--- config.mk ---
export PLATFORM = sky130hd
export DESIGN_NAME = calendar_to_epoch_timestamp_flat
export DESIGN_NICKNAME = d
export VERILOG_FILES = /design/src/hw/rtl/cte_pkg.sv /design/src/hw/rtl/cte_ifs.sv /design/src/hw/rtl/cte_date_secs.sv /design/src/hw/rtl/cte_frac_mod.sv /design/src/hw/rtl/calendar_to_epoch_timestamp.sv /design/src/flat_wrapper.sv
export SDC_FILE = /design/constraint.sdc
export NUM_CORES = 2
export LEC_CHECK = 0
export ABC_AREA = 1
export BUFFER_PORTS_ARGS = -buffer_cell sky130_fd_sc_hd__buf_2
export CORE_ASPECT_RATIO = 0.7
export CORE_UTILIZATION = 61
export CTS_BUF_LIST = sky130_fd_sc_hd__clkbuf_8
export CTS_CLUSTER_SIZE = 12
export DETAILED_ROUTE_END_ITERATION = 8
export HOLD_SLACK_MARGIN = 0.15
export PLACE_DENSITY = 0.9
export SYNTH_ARGS = -nofsm -noshare
export SYNTH_HDL_FRONTEND = slang
export SYNTH_SLANG_ARGS = --single-unit
--- constraint.sdc ---
create_clock -name i_clk -period 8.4 [get_ports i_clk]
set_clock_uncertainty 0.15 [all_clocks]
set_input_delay 1.26 -clock i_clk [delete_from_list [all_inputs] [get_ports i_clk]]
set_output_delay 1.26 -clock i_clk [all_outputs]
set_load 0.02 [all_outputs]
--- src/hw/rtl/cte_pkg.sv ---
// Constants, tables and helper functions for the calendar to timestamp block.
`default_nettype none

package cte_pkg;

    localparam int unsigned TS_W   = 52;
    localparam int unsigned SECS_W = 32;
    localparam int unsigned REM_W  = 20;

    localparam logic [1:0] MODE_MS = 2'd1;
    localparam logic [1:0] MODE_US = 2'd2;

    localparam logic [16:0] SECS_PER_HOUR = 17'd3600;
    localparam logic [16:0] SECS_PER_MIN  = 17'd60;
    localparam logic [31:0] SECS_PER_DAY  = 32'd86400;
    localparam logic [15:0] DAYS_PER_YEAR = 16'd365;

    localparam logic [REM_W-1:0] MS_PER_S = 20'd1000;
    localparam logic [REM_W-1:0] US_PER_S = 20'd1000000;

    // Reciprocals for the fraction reduction: floor(2^41/1000) and floor(2^50/1e6).
    localparam logic [31:0] RECIP_MS = 32'd2199023255;
    localparam logic [31:0] RECIP_US = 32'd1125899906;
    localparam int unsigned MS_SHIFT = 41;
    localparam int unsigned US_SHIFT = 50;

    // Days in the months before the indexed month of a common year.
    localparam logic [8:0] DAYS_BEFORE [16] = '{
        9'd0,   9'd0,   9'd31,  9'd59,  9'd90,  9'd120, 9'd151, 9'd181,
        9'd212, 9'd243, 9'd273, 9'd304, 9'd334, 9'd0,   9'd0,   9'd0
    };

    function automatic logic [REM_W-1:0] unit_scale(input logic [1:0] mode);
        logic [REM_W-1:0] scale;
        case (mode)
            MODE_MS: scale = MS_PER_S;
            MODE_US: scale = US_PER_S;
            default: scale = 20'd1;
        endcase
        return scale;
    endfunction

    function automatic logic [REM_W-1:0] frac_modulus(input logic [1:0] mode);
        return (mode == MODE_US) ? US_PER_S : MS_PER_S;
    endfunction

endpackage

`default_nettype wire

--- src/hw/rtl/cte_ifs.sv ---
// Valid/ready channel interfaces for the calendar input and the timestamp output.
`default_nettype none

interface cte_cal_if;
    logic        valid;
    logic        ready;
    logic [1:0]  mode;
    logic [6:0]  year_offset;
    logic [3:0]  month;
    logic [4:0]  day_of_month;
    logic [4:0]  hour;
    logic [5:0]  minute;
    logic [5:0]  second;
    logic [31:0] fraction_count;

    modport source (
        output valid, mode, year_offset, month, day_of_month, hour, minute, second,
               fraction_count,
        input  ready
    );
    modport sink (
        input  valid, mode, year_offset, month, day_of_month, hour, minute, second,
               fraction_count,
        output ready
    );
endinterface

interface cte_ts_if;
    logic        valid;
    logic        ready;
    logic [51:0] timestamp;
    logic        bad_input;

    modport source (output valid, timestamp, bad_input, input ready);
    modport sink (input valid, timestamp, bad_input, output ready);
endinterface

`default_nettype wire

--- src/hw/rtl/cte_date_secs.sv ---
// Two pipeline stages that turn a calendar reading into whole seconds since 2000.
`default_nettype none

module cte_date_secs
    import cte_pkg::*;
(
    input  wire logic              i_clk,
    input  wire logic              i_en,
    input  wire logic [6:0]        i_year,
    input  wire logic [3:0]        i_month,
    input  wire logic [4:0]        i_day,
    input  wire logic [4:0]        i_hour,
    input  wire logic [5:0]        i_minute,
    input  wire logic [5:0]        i_second,
    output      logic [SECS_W-1:0] o_secs,
    output      logic              o_bad
);

    logic [15:0]       w_y365;
    logic [4:0]        w_yquads;
    logic              w_leap;
    logic [15:0]       n_days;
    logic [16:0]       n_sod;
    logic              n_bad;
    logic [15:0]       r_days;
    logic [16:0]       r_sod;
    logic              r_bad1;
    logic [SECS_W-1:0] r_secs;
    logic              r_bad2;

    // Leap days before year y: (y + 3) / 4, since every fourth year from 2000 is leap.
    always_comb begin
        w_y365   = 16'(i_year) * DAYS_PER_YEAR;
        w_yquads = 5'((8'(i_year) + 8'd3) >> 2);
        w_leap   = (i_year[1:0] == 2'b00) && (i_month > 4'd2);
        n_days   = w_y365 + 16'(w_yquads) + 16'(DAYS_BEFORE[i_month]) + 16'(w_leap)
                 + 16'(i_day) - 16'd1;
        n_sod    = 17'(i_hour) * SECS_PER_HOUR + 17'(i_minute) * SECS_PER_MIN
                 + 17'(i_second);
        n_bad    = (i_year > 7'd99) || (i_month == 4'd0) || (i_month > 4'd12)
                 || (i_day == 5'd0) || (i_hour > 5'd23) || (i_minute > 6'd59)
                 || (i_second > 6'd59);
    end

    always_ff @(posedge i_clk) begin
        if (i_en) begin
            r_days <= n_days;
            r_sod  <= n_sod;
            r_bad1 <= n_bad;
            r_secs <= 32'(r_days) * SECS_PER_DAY + 32'(r_sod);
            r_bad2 <= r_bad1;
        end
    end

    assign o_secs = r_secs;
    assign o_bad  = r_bad2;

endmodule

`default_nettype wire

--- src/hw/rtl/cte_frac_mod.sv ---
// Three pipeline stages: fraction count modulo 1000 or 1000000, else zero.
`default_nettype none

module cte_frac_mod
    import cte_pkg::*;
(
    input  wire logic             i_clk,
    input  wire logic             i_en,
    input  wire logic [1:0]       i_mode,
    input  wire logic [31:0]      i_frac,
    output      logic [REM_W-1:0] o_rem
);

    logic [63:0]      r_prod;
    logic [31:0]      r_frac1;
    logic [1:0]       r_mode1;
    logic [22:0]      w_quot;
    logic [REM_W-1:0] w_div1;
    logic [42:0]      w_qd_full;
    logic [31:0]      r_qd;
    logic [31:0]      r_frac2;
    logic [1:0]       r_mode2;
    logic [31:0]      w_diff;
    logic [31:0]      w_div2;
    logic [31:0]      w_fix;
    logic [REM_W-1:0] n_rem;
    logic [REM_W-1:0] r_rem;

    // The reciprocal estimate is the true quotient or one below it.
    always_comb begin
        w_quot    = (r_mode1 == MODE_US) ? 23'(r_prod >> US_SHIFT) : 23'(r_prod >> MS_SHIFT);
        w_div1    = frac_modulus(r_mode1);
        w_qd_full = 43'(w_quot) * 43'(w_div1);
        w_diff    = r_frac2 - r_qd;
        w_div2    = 32'(frac_modulus(r_mode2));
        w_fix     = (w_diff >= w_div2) ? (w_diff - w_div2) : w_diff;
        n_rem     = ((r_mode2 == MODE_MS) || (r_mode2 == MODE_US)) ? REM_W'(w_fix) : '0;
    end

    always_ff @(posedge i_clk) begin
        if (i_en) begin
            r_prod  <= 64'(i_frac) * 64'((i_mode == MODE_US) ? RECIP_US : RECIP_MS);
            r_frac1 <= i_frac;
            r_mode1 <= i_mode;
            r_qd    <= w_qd_full[31:0];
            r_frac2 <= r_frac1;
            r_mode2 <= r_mode1;
            r_rem   <= n_rem;
        end
    end

    assign o_rem = r_rem;

endmodule

`default_nettype wire

--- src/hw/rtl/calendar_to_epoch_timestamp.sv ---
// Four register stages; an accepted reading moves through stages one to three to the output.
// Throughput: one reading per cycle; the whole pipe advances on one enable and holds on stall.
// The enable is low only while a finished result waits at the output and is not taken.
// Reset: i_rst_n is synchronous and active low; it clears every stage valid bit.
// Payload registers are not reset. The block has no state beyond the pipeline.
`default_nettype none

module calendar_to_epoch_timestamp
    import cte_pkg::*;
(
    input  wire logic i_clk,
    input  wire logic i_rst_n,
    cte_cal_if.sink   i_cal,
    cte_ts_if.source  o_ts
);

    // Pipeline advance. The output register is the last stage, so a new
    // reading is taken whenever the output slot is empty or being drained.
    logic w_en;

    // Stage valid bits travel alongside the data in every stage.
    logic r_v1;
    logic r_v2;
    logic r_v3;
    logic r_ovld;

    // The mode is carried to stage three, where it chooses the unit scale.
    logic [1:0] r_mode1;
    logic [1:0] r_mode2;

    logic [SECS_W-1:0] w_secs;
    logic              w_bad;
    logic [REM_W-1:0]  w_rem;

    logic [TS_W-1:0] n_scaled;
    logic [TS_W-1:0] r_scaled;
    logic            r_bad3;
    logic [TS_W-1:0] n_ts;
    logic [TS_W-1:0] r_ts;
    logic            r_bad;

    assign w_en        = !r_ovld || o_ts.ready;
    assign i_cal.ready = w_en;

    // Stages one and two: day count and seconds of the day, then whole seconds.
    cte_date_secs u_date_secs (
        .i_clk    (i_clk),
        .i_en     (w_en),
        .i_year   (i_cal.year_offset),
        .i_month  (i_cal.month),
        .i_day    (i_cal.day_of_month),
        .i_hour   (i_cal.hour),
        .i_minute (i_cal.minute),
        .i_second (i_cal.second),
        .o_secs   (w_secs),
        .o_bad    (w_bad)
    );

    // Stages one to three: the sub-second remainder, lined up with stage three.
    cte_frac_mod u_frac_mod (
        .i_clk  (i_clk),
        .i_en   (w_en),
        .i_mode (i_cal.mode),
        .i_frac (i_cal.fraction_count),
        .o_rem  (w_rem)
    );

    // Stage three scales seconds to the selected unit; the largest valid value
    // in microseconds stays below 2^52, so no bits are lost. Stage four adds
    // the remainder and forces zero for a reading flagged as out of range.
    always_comb begin
        n_scaled = 52'(w_secs) * 52'(unit_scale(r_mode2));
        n_ts     = r_bad3 ? '0 : (r_scaled + 52'(w_rem));
    end

    always_ff @(posedge i_clk) begin
        if (!i_rst_n) begin
            r_v1   <= 1'b0;
            r_v2   <= 1'b0;
            r_v3   <= 1'b0;
            r_ovld <= 1'b0;
        end else if (w_en) begin
            r_v1   <= i_cal.valid;
            r_v2   <= r_v1;
            r_v3   <= r_v2;
            r_ovld <= r_v3;
        end
    end

    always_ff @(posedge i_clk) begin
        if (w_en) begin
            r_mode1  <= i_cal.mode;
            r_mode2  <= r_mode1;
            r_scaled <= n_scaled;
            r_bad3   <= w_bad;
            r_ts     <= n_ts;
            r_bad    <= r_bad3;
        end
    end

    assign o_ts.valid     = r_ovld;
    assign o_ts.timestamp = r_ts;
    assign o_ts.bad_input = r_bad;

endmodule

`default_nettype wire

--- src/flat_wrapper.sv ---
// flat-port wrapper written by rule: the top's interface ports become plain ports
module calendar_to_epoch_timestamp_flat import cte_pkg::*;
  (i_clk, i_rst_n, i_cal_valid, i_cal_mode, i_cal_year_offset, i_cal_month, i_cal_day_of_month, i_cal_hour, i_cal_minute, i_cal_second, i_cal_fraction_count, i_cal_ready, o_ts_valid, o_ts_timestamp, o_ts_bad_input, o_ts_ready);
  cte_cal_if i_cal_i ();
  cte_ts_if o_ts_i ();
  input  wire logic i_clk;
  input  wire logic i_rst_n;
  input wire logic [$bits(i_cal_i.valid)-1:0] i_cal_valid;
  input wire logic [$bits(i_cal_i.mode)-1:0] i_cal_mode;
  input wire logic [$bits(i_cal_i.year_offset)-1:0] i_cal_year_offset;
  input wire logic [$bits(i_cal_i.month)-1:0] i_cal_month;
  input wire logic [$bits(i_cal_i.day_of_month)-1:0] i_cal_day_of_month;
  input wire logic [$bits(i_cal_i.hour)-1:0] i_cal_hour;
  input wire logic [$bits(i_cal_i.minute)-1:0] i_cal_minute;
  input wire logic [$bits(i_cal_i.second)-1:0] i_cal_second;
  input wire logic [$bits(i_cal_i.fraction_count)-1:0] i_cal_fraction_count;
  output wire logic [$bits(i_cal_i.ready)-1:0] i_cal_ready;
  output wire logic [$bits(o_ts_i.valid)-1:0] o_ts_valid;
  output wire logic [$bits(o_ts_i.timestamp)-1:0] o_ts_timestamp;
  output wire logic [$bits(o_ts_i.bad_input)-1:0] o_ts_bad_input;
  input wire logic [$bits(o_ts_i.ready)-1:0] o_ts_ready;
  assign i_cal_i.valid = i_cal_valid;
  assign i_cal_i.mode = i_cal_mode;
  assign i_cal_i.year_offset = i_cal_year_offset;
  assign i_cal_i.month = i_cal_month;
  assign i_cal_i.day_of_month = i_cal_day_of_month;
  assign i_cal_i.hour = i_cal_hour;
  assign i_cal_i.minute = i_cal_minute;
  assign i_cal_i.second = i_cal_second;
  assign i_cal_i.fraction_count = i_cal_fraction_count;
  assign i_cal_ready = i_cal_i.ready;
  assign o_ts_valid = o_ts_i.valid;
  assign o_ts_timestamp = o_ts_i.timestamp;
  assign o_ts_bad_input = o_ts_i.bad_input;
  assign o_ts_i.ready = o_ts_ready;
  calendar_to_epoch_timestamp u_core (.i_clk(i_clk), .i_rst_n(i_rst_n), .i_cal(i_cal_i), .o_ts(o_ts_i));
endmodule
==> impl_metrics.csv <==
group,metric,value,unit
cells_and_area,syn_to_final_growth,8.96,%
worst_setup_path,worst_ep_arrival_time,8.35,ns
yosys,ys_seq_area_frac,0.145,
die,die_h,276,um
cells_and_area,postLayoutCoreUtil,0.670,
worst_setup_path,critPathKind,"primary input to flip-flop",
yosys,ys_ff_latch,317,
worst_setup_path,cp_data_required_time,8.67,ns
yosys,avgSynthCellArea,8.98,um^2
worst_setup_path,startpoint_type,"primary input",
place,dp_hpwl,156000,um
global_routing,grt_pass1_wl,279000,um
worst_setup_path,critPathSlowestCell,"fa_1",
detailed_routing,drt-total-wl,178000,um
global_routing,grt_pass1_vias,52300,
cts,cts_tree,"built",
cts,cts_sinks,317,
detailed_routing,routedWlPerCell,19.3,um
yosys,ys_types,57,
worst_setup_path,path_max_fanout,8,
timing,finalSetupViolCount,0,
timing,finalHoldViolCount,0,
cells_and_area,fillers,8129,
detailed_routing,post-route-drc-count,0,
global_routing,grt_max_degree,142,
timing,fin_crit_sh,0.962,
place,dp.cells,9123,
timing,whs,0.269,ns
job,cap_viol_max_count,0,
die,die_w,393,um
yosys,yosysWarningCount,0,
timing,final.setup.worst_slack,0.323,ns
cells_and_area,nNetsFinal,9996,
worst_setup_path,crit_top_cell,"fa_1",
place,port-buffer-count,125,
cts,ctsLongestPathBuffers,3,
global_routing,antenna_found_initial,4,
cts,clk_pin_slew,0.07,ns
yosys,syn_inst,7273,
detailed_routing,post_drt_via_cell_ratio,5.51,
die,rows,100,
worst_setup_path,cp_top_family,"adder cells",
cts,root_buffer,"clkbuf_8",
cts,insertion_delay,0.71,ns
yosys,synthArstFlopShare,0,
detailed_routing,drtAntennaViolNets,0,
die,core,106000,um^2
yosys,synthFlopType,"edfxtp_1",
worst_setup_path,critPathMaxStageDelay,0.54,ns
yosys,synth_edf_count,313,
detailed_routing,drt_pre_antenna_iters,6,
die,start_util,0.615,
timing,slew_headroom,0.219,
global_routing,gr-usage-all-layers,0.333,
worst_setup_path,worst-path-buf-inv,13,
die,ios,126,
outcome,status,"finished, final reports clean",
cells_and_area,layout-drive-gt1-share,0.0797,
timing,rsz0062_at_grt,"no",
detailed_routing,vias,50800,
min_path,hp-class,"flip-flop to flip-flop",
place,gp_congestion,1.05,
worst_setup_path,endpoint_kind,"flip-flop",
cts,hold_buffers,0,
die,die_area,108000,um^2
cells_and_area,final_cells,9219,
place,dp_slack,-0.453,ns
yosys,synth_area,65300,um^2
detailed_routing,detail_route.iter0.violations,5002,
cts,cts-htree-levels,2,
global_routing,grt-ovfl-total,0,
timing,fmax,0.124,GHz
cts,cts_buffers,51,
timing,slew_viol_final,0,
timing,period_minus_slack,8.08,ns
timing,tightest_slew,1.17,ns
[routing by layer]
metal  up-vias  routed length (um)  global-route usage
met5         -                  27             0.00216
met2      2481               74700               0.493
met1     24500               76100               0.481
li1      23500                   -                   -
met4         4                3740              0.0688
met3       310               23000               0.104
[final timing paths]
| kind | startpoint | slack [ns] | depth (start not counted) | to |
|---|---|---|---|---|
| worst max register to register | u_core.r_mode2[0] | 0.39 | 26 | u_core.r_scaled[48] |
| worst min register to register | u_core.u_frac_mod.r_frac1[10] | 0.27 | 0 | u_core.u_frac_mod.r_frac2[10] |
| worst min-delay path | u_core.u_frac_mod.r_frac1[10] | 0.27 | 0 | u_core.u_frac_mod.r_frac2[10] |
| worst max-delay path | i_cal_mode[1] | 0.32 | 32 | u_core.u_frac_mod.r_prod[53] |
[through the flow]
step / setup TNS [ns] / instance area, um^2
after detailed placement: -6.83 / 70100
after global routing: 0 / 71200
after global placement: -4.49 / 70100
final: 0 / 71200
after floorplan: 0 / 65500
after CTS: 0 / 71200
[area by class of cell]
class | count | area, um^2 | area share
Sequential cell | 317 | 9480 | 0.133
Clock buffer | 51 | 702 | 0.00986
Antenna cell | 1 | 2.50 | 0.0000351
Inverter | 2039 | 7660 | 0.108
Multi-Input combinational cell | 4896 | 48100 | 0.676
Clock inverter | 43 | 364 | 0.00511
Tap cell | 1428 | 1790 | 0.0251
Timing Repair Buffer | 444 | 3080 | 0.0433
[Yosys cell counts, drive strengths merged, types with 2 or more instances]
| cell | count | area share |
|---|---|---|
| a2111oi | 2 | 0.00027 |
| a211oi | 5 | 0.00057 |
| a21boi | 9 | 0.0010 |
| a21o | 25 | 0.0029 |
| a21oi | 360 | 0.028 |
| a221oi | 3 | 0.00040 |
| a31oi | 23 | 0.0022 |
| and2 | 7 | 0.00071 |
| and3 | 3 | 0.00029 |
| buf | 6 | 0.00079 |
| clkbuf | 50 | 0.0029 |
| clkinv | 6 | 0.00034 |
| dfxtp | 4 | 0.0012 |
| edfxtp | 313 | 0.14 |
| fa | 972 | 0.30 |
| ha | 1204 | 0.23 |
| inv | 2033 | 0.12 |
| nand2 | 880 | 0.052 |
| nand3 | 142 | 0.012 |
| nand3b | 6 | 0.00069 |
| nand4 | 57 | 0.0055 |
| nor2 | 504 | 0.030 |
| nor3 | 55 | 0.0046 |
| nor3b | 2 | 0.00023 |
| nor4 | 18 | 0.0017 |
| o211ai | 9 | 0.0010 |
| o21a | 24 | 0.0028 |
| o21ai | 251 | 0.019 |
| o21bai | 30 | 0.0034 |
| o221ai | 5 | 0.00067 |
| o22ai | 5 | 0.00048 |
| o311ai | 3 | 0.00040 |
| o31ai | 3 | 0.00034 |
| or2 | 8 | 0.00077 |
| xnor2 | 91 | 0.012 |
| xor2 | 149 | 0.020 |
[cell usage in the layout, fill, tap and decap left out, drive strengths merged, types with 3 or more instances in the layout]
cell type / instances
and2: 7
nor3: 55
bufinv: 5
o21a: 24
buf: 444
fa: 972
o211ai: 9
nand4: 57
edfxtp: 313
o21bai: 30
o221ai: 5
xor2: 149
o31ai: 3
xnor2: 91
o21ai: 251
a221oi: 3
a21o: 25
and3: 3
a21boi: 9
clkbuf: 51
nor4: 18
ha: 1204
a31oi: 23
or2: 8
nor2: 504
inv: 2049
nand3b: 6
conb: 36
nand3: 142
clkinv: 26
a211oi: 5
a21oi: 360
o22ai: 5
o311ai: 3
nand2: 880
dfxtp: 4
[worst reg2reg max path, stage by stage, from the launching register on]
cell      delay [ns]
edfxtp_1        0.41
inv_1           0.10
ha_2            0.41
buf_4           0.35
nand2_1         0.31
o21ai_0         0.38
xor2_1          0.23
fa_1            0.48
fa_1            0.50
inv_1           0.05
fa_1            0.45
fa_1            0.49
inv_1           0.05
fa_1            0.50
inv_1           0.07
fa_1            0.55
inv_1           0.05
ha_1            0.40
a21oi_1         0.28
o21ai_0         0.16
a21oi_1         0.21
nand3_1         0.22
nand2_1         0.11
nand2_1         0.10
a21oi_1         0.27
o21ai_0         0.20
xor2_1          0.21
[what timing repair did]
action / CTS / global route
setup endpoints to repair: 0 / 21
gates resized for setup: 0 / 3
buffers inserted: 0 / 1
[cell families after synthesis]
family,Yosys count,synth area share
DFF,317,0.145
buffers and inverters,2095,0.121
adders and majority gates,2176,0.528
other,1,0.0000574
and+or+nand+nor,1682,0.109
AOI/OAI and AO/OA,762,0.0647
xor gates and xnor gates,240,0.0324
[sequential cells by signal (all words and copies together), names as in the netlist, 2 cells and up]
register,cells
u_core.o_ts.timestamp,52
u_core.r_mode1,2
u_core.r_mode2,2
u_core.r_scaled,52
u_core.u_date_secs.o_secs,32
u_core.u_date_secs.r_days,16
u_core.u_date_secs.r_sod,17
u_core.u_frac_mod.o_rem,20
u_core.u_frac_mod.r_frac1,32
u_core.u_frac_mod.r_frac2,32
u_core.u_frac_mod.r_prod,23
u_core.u_frac_mod.r_qd,29
Power is left out: the tool's default activity adds up to more than one toggle a clock period on the data nets, which glitch-free logic cannot reach.
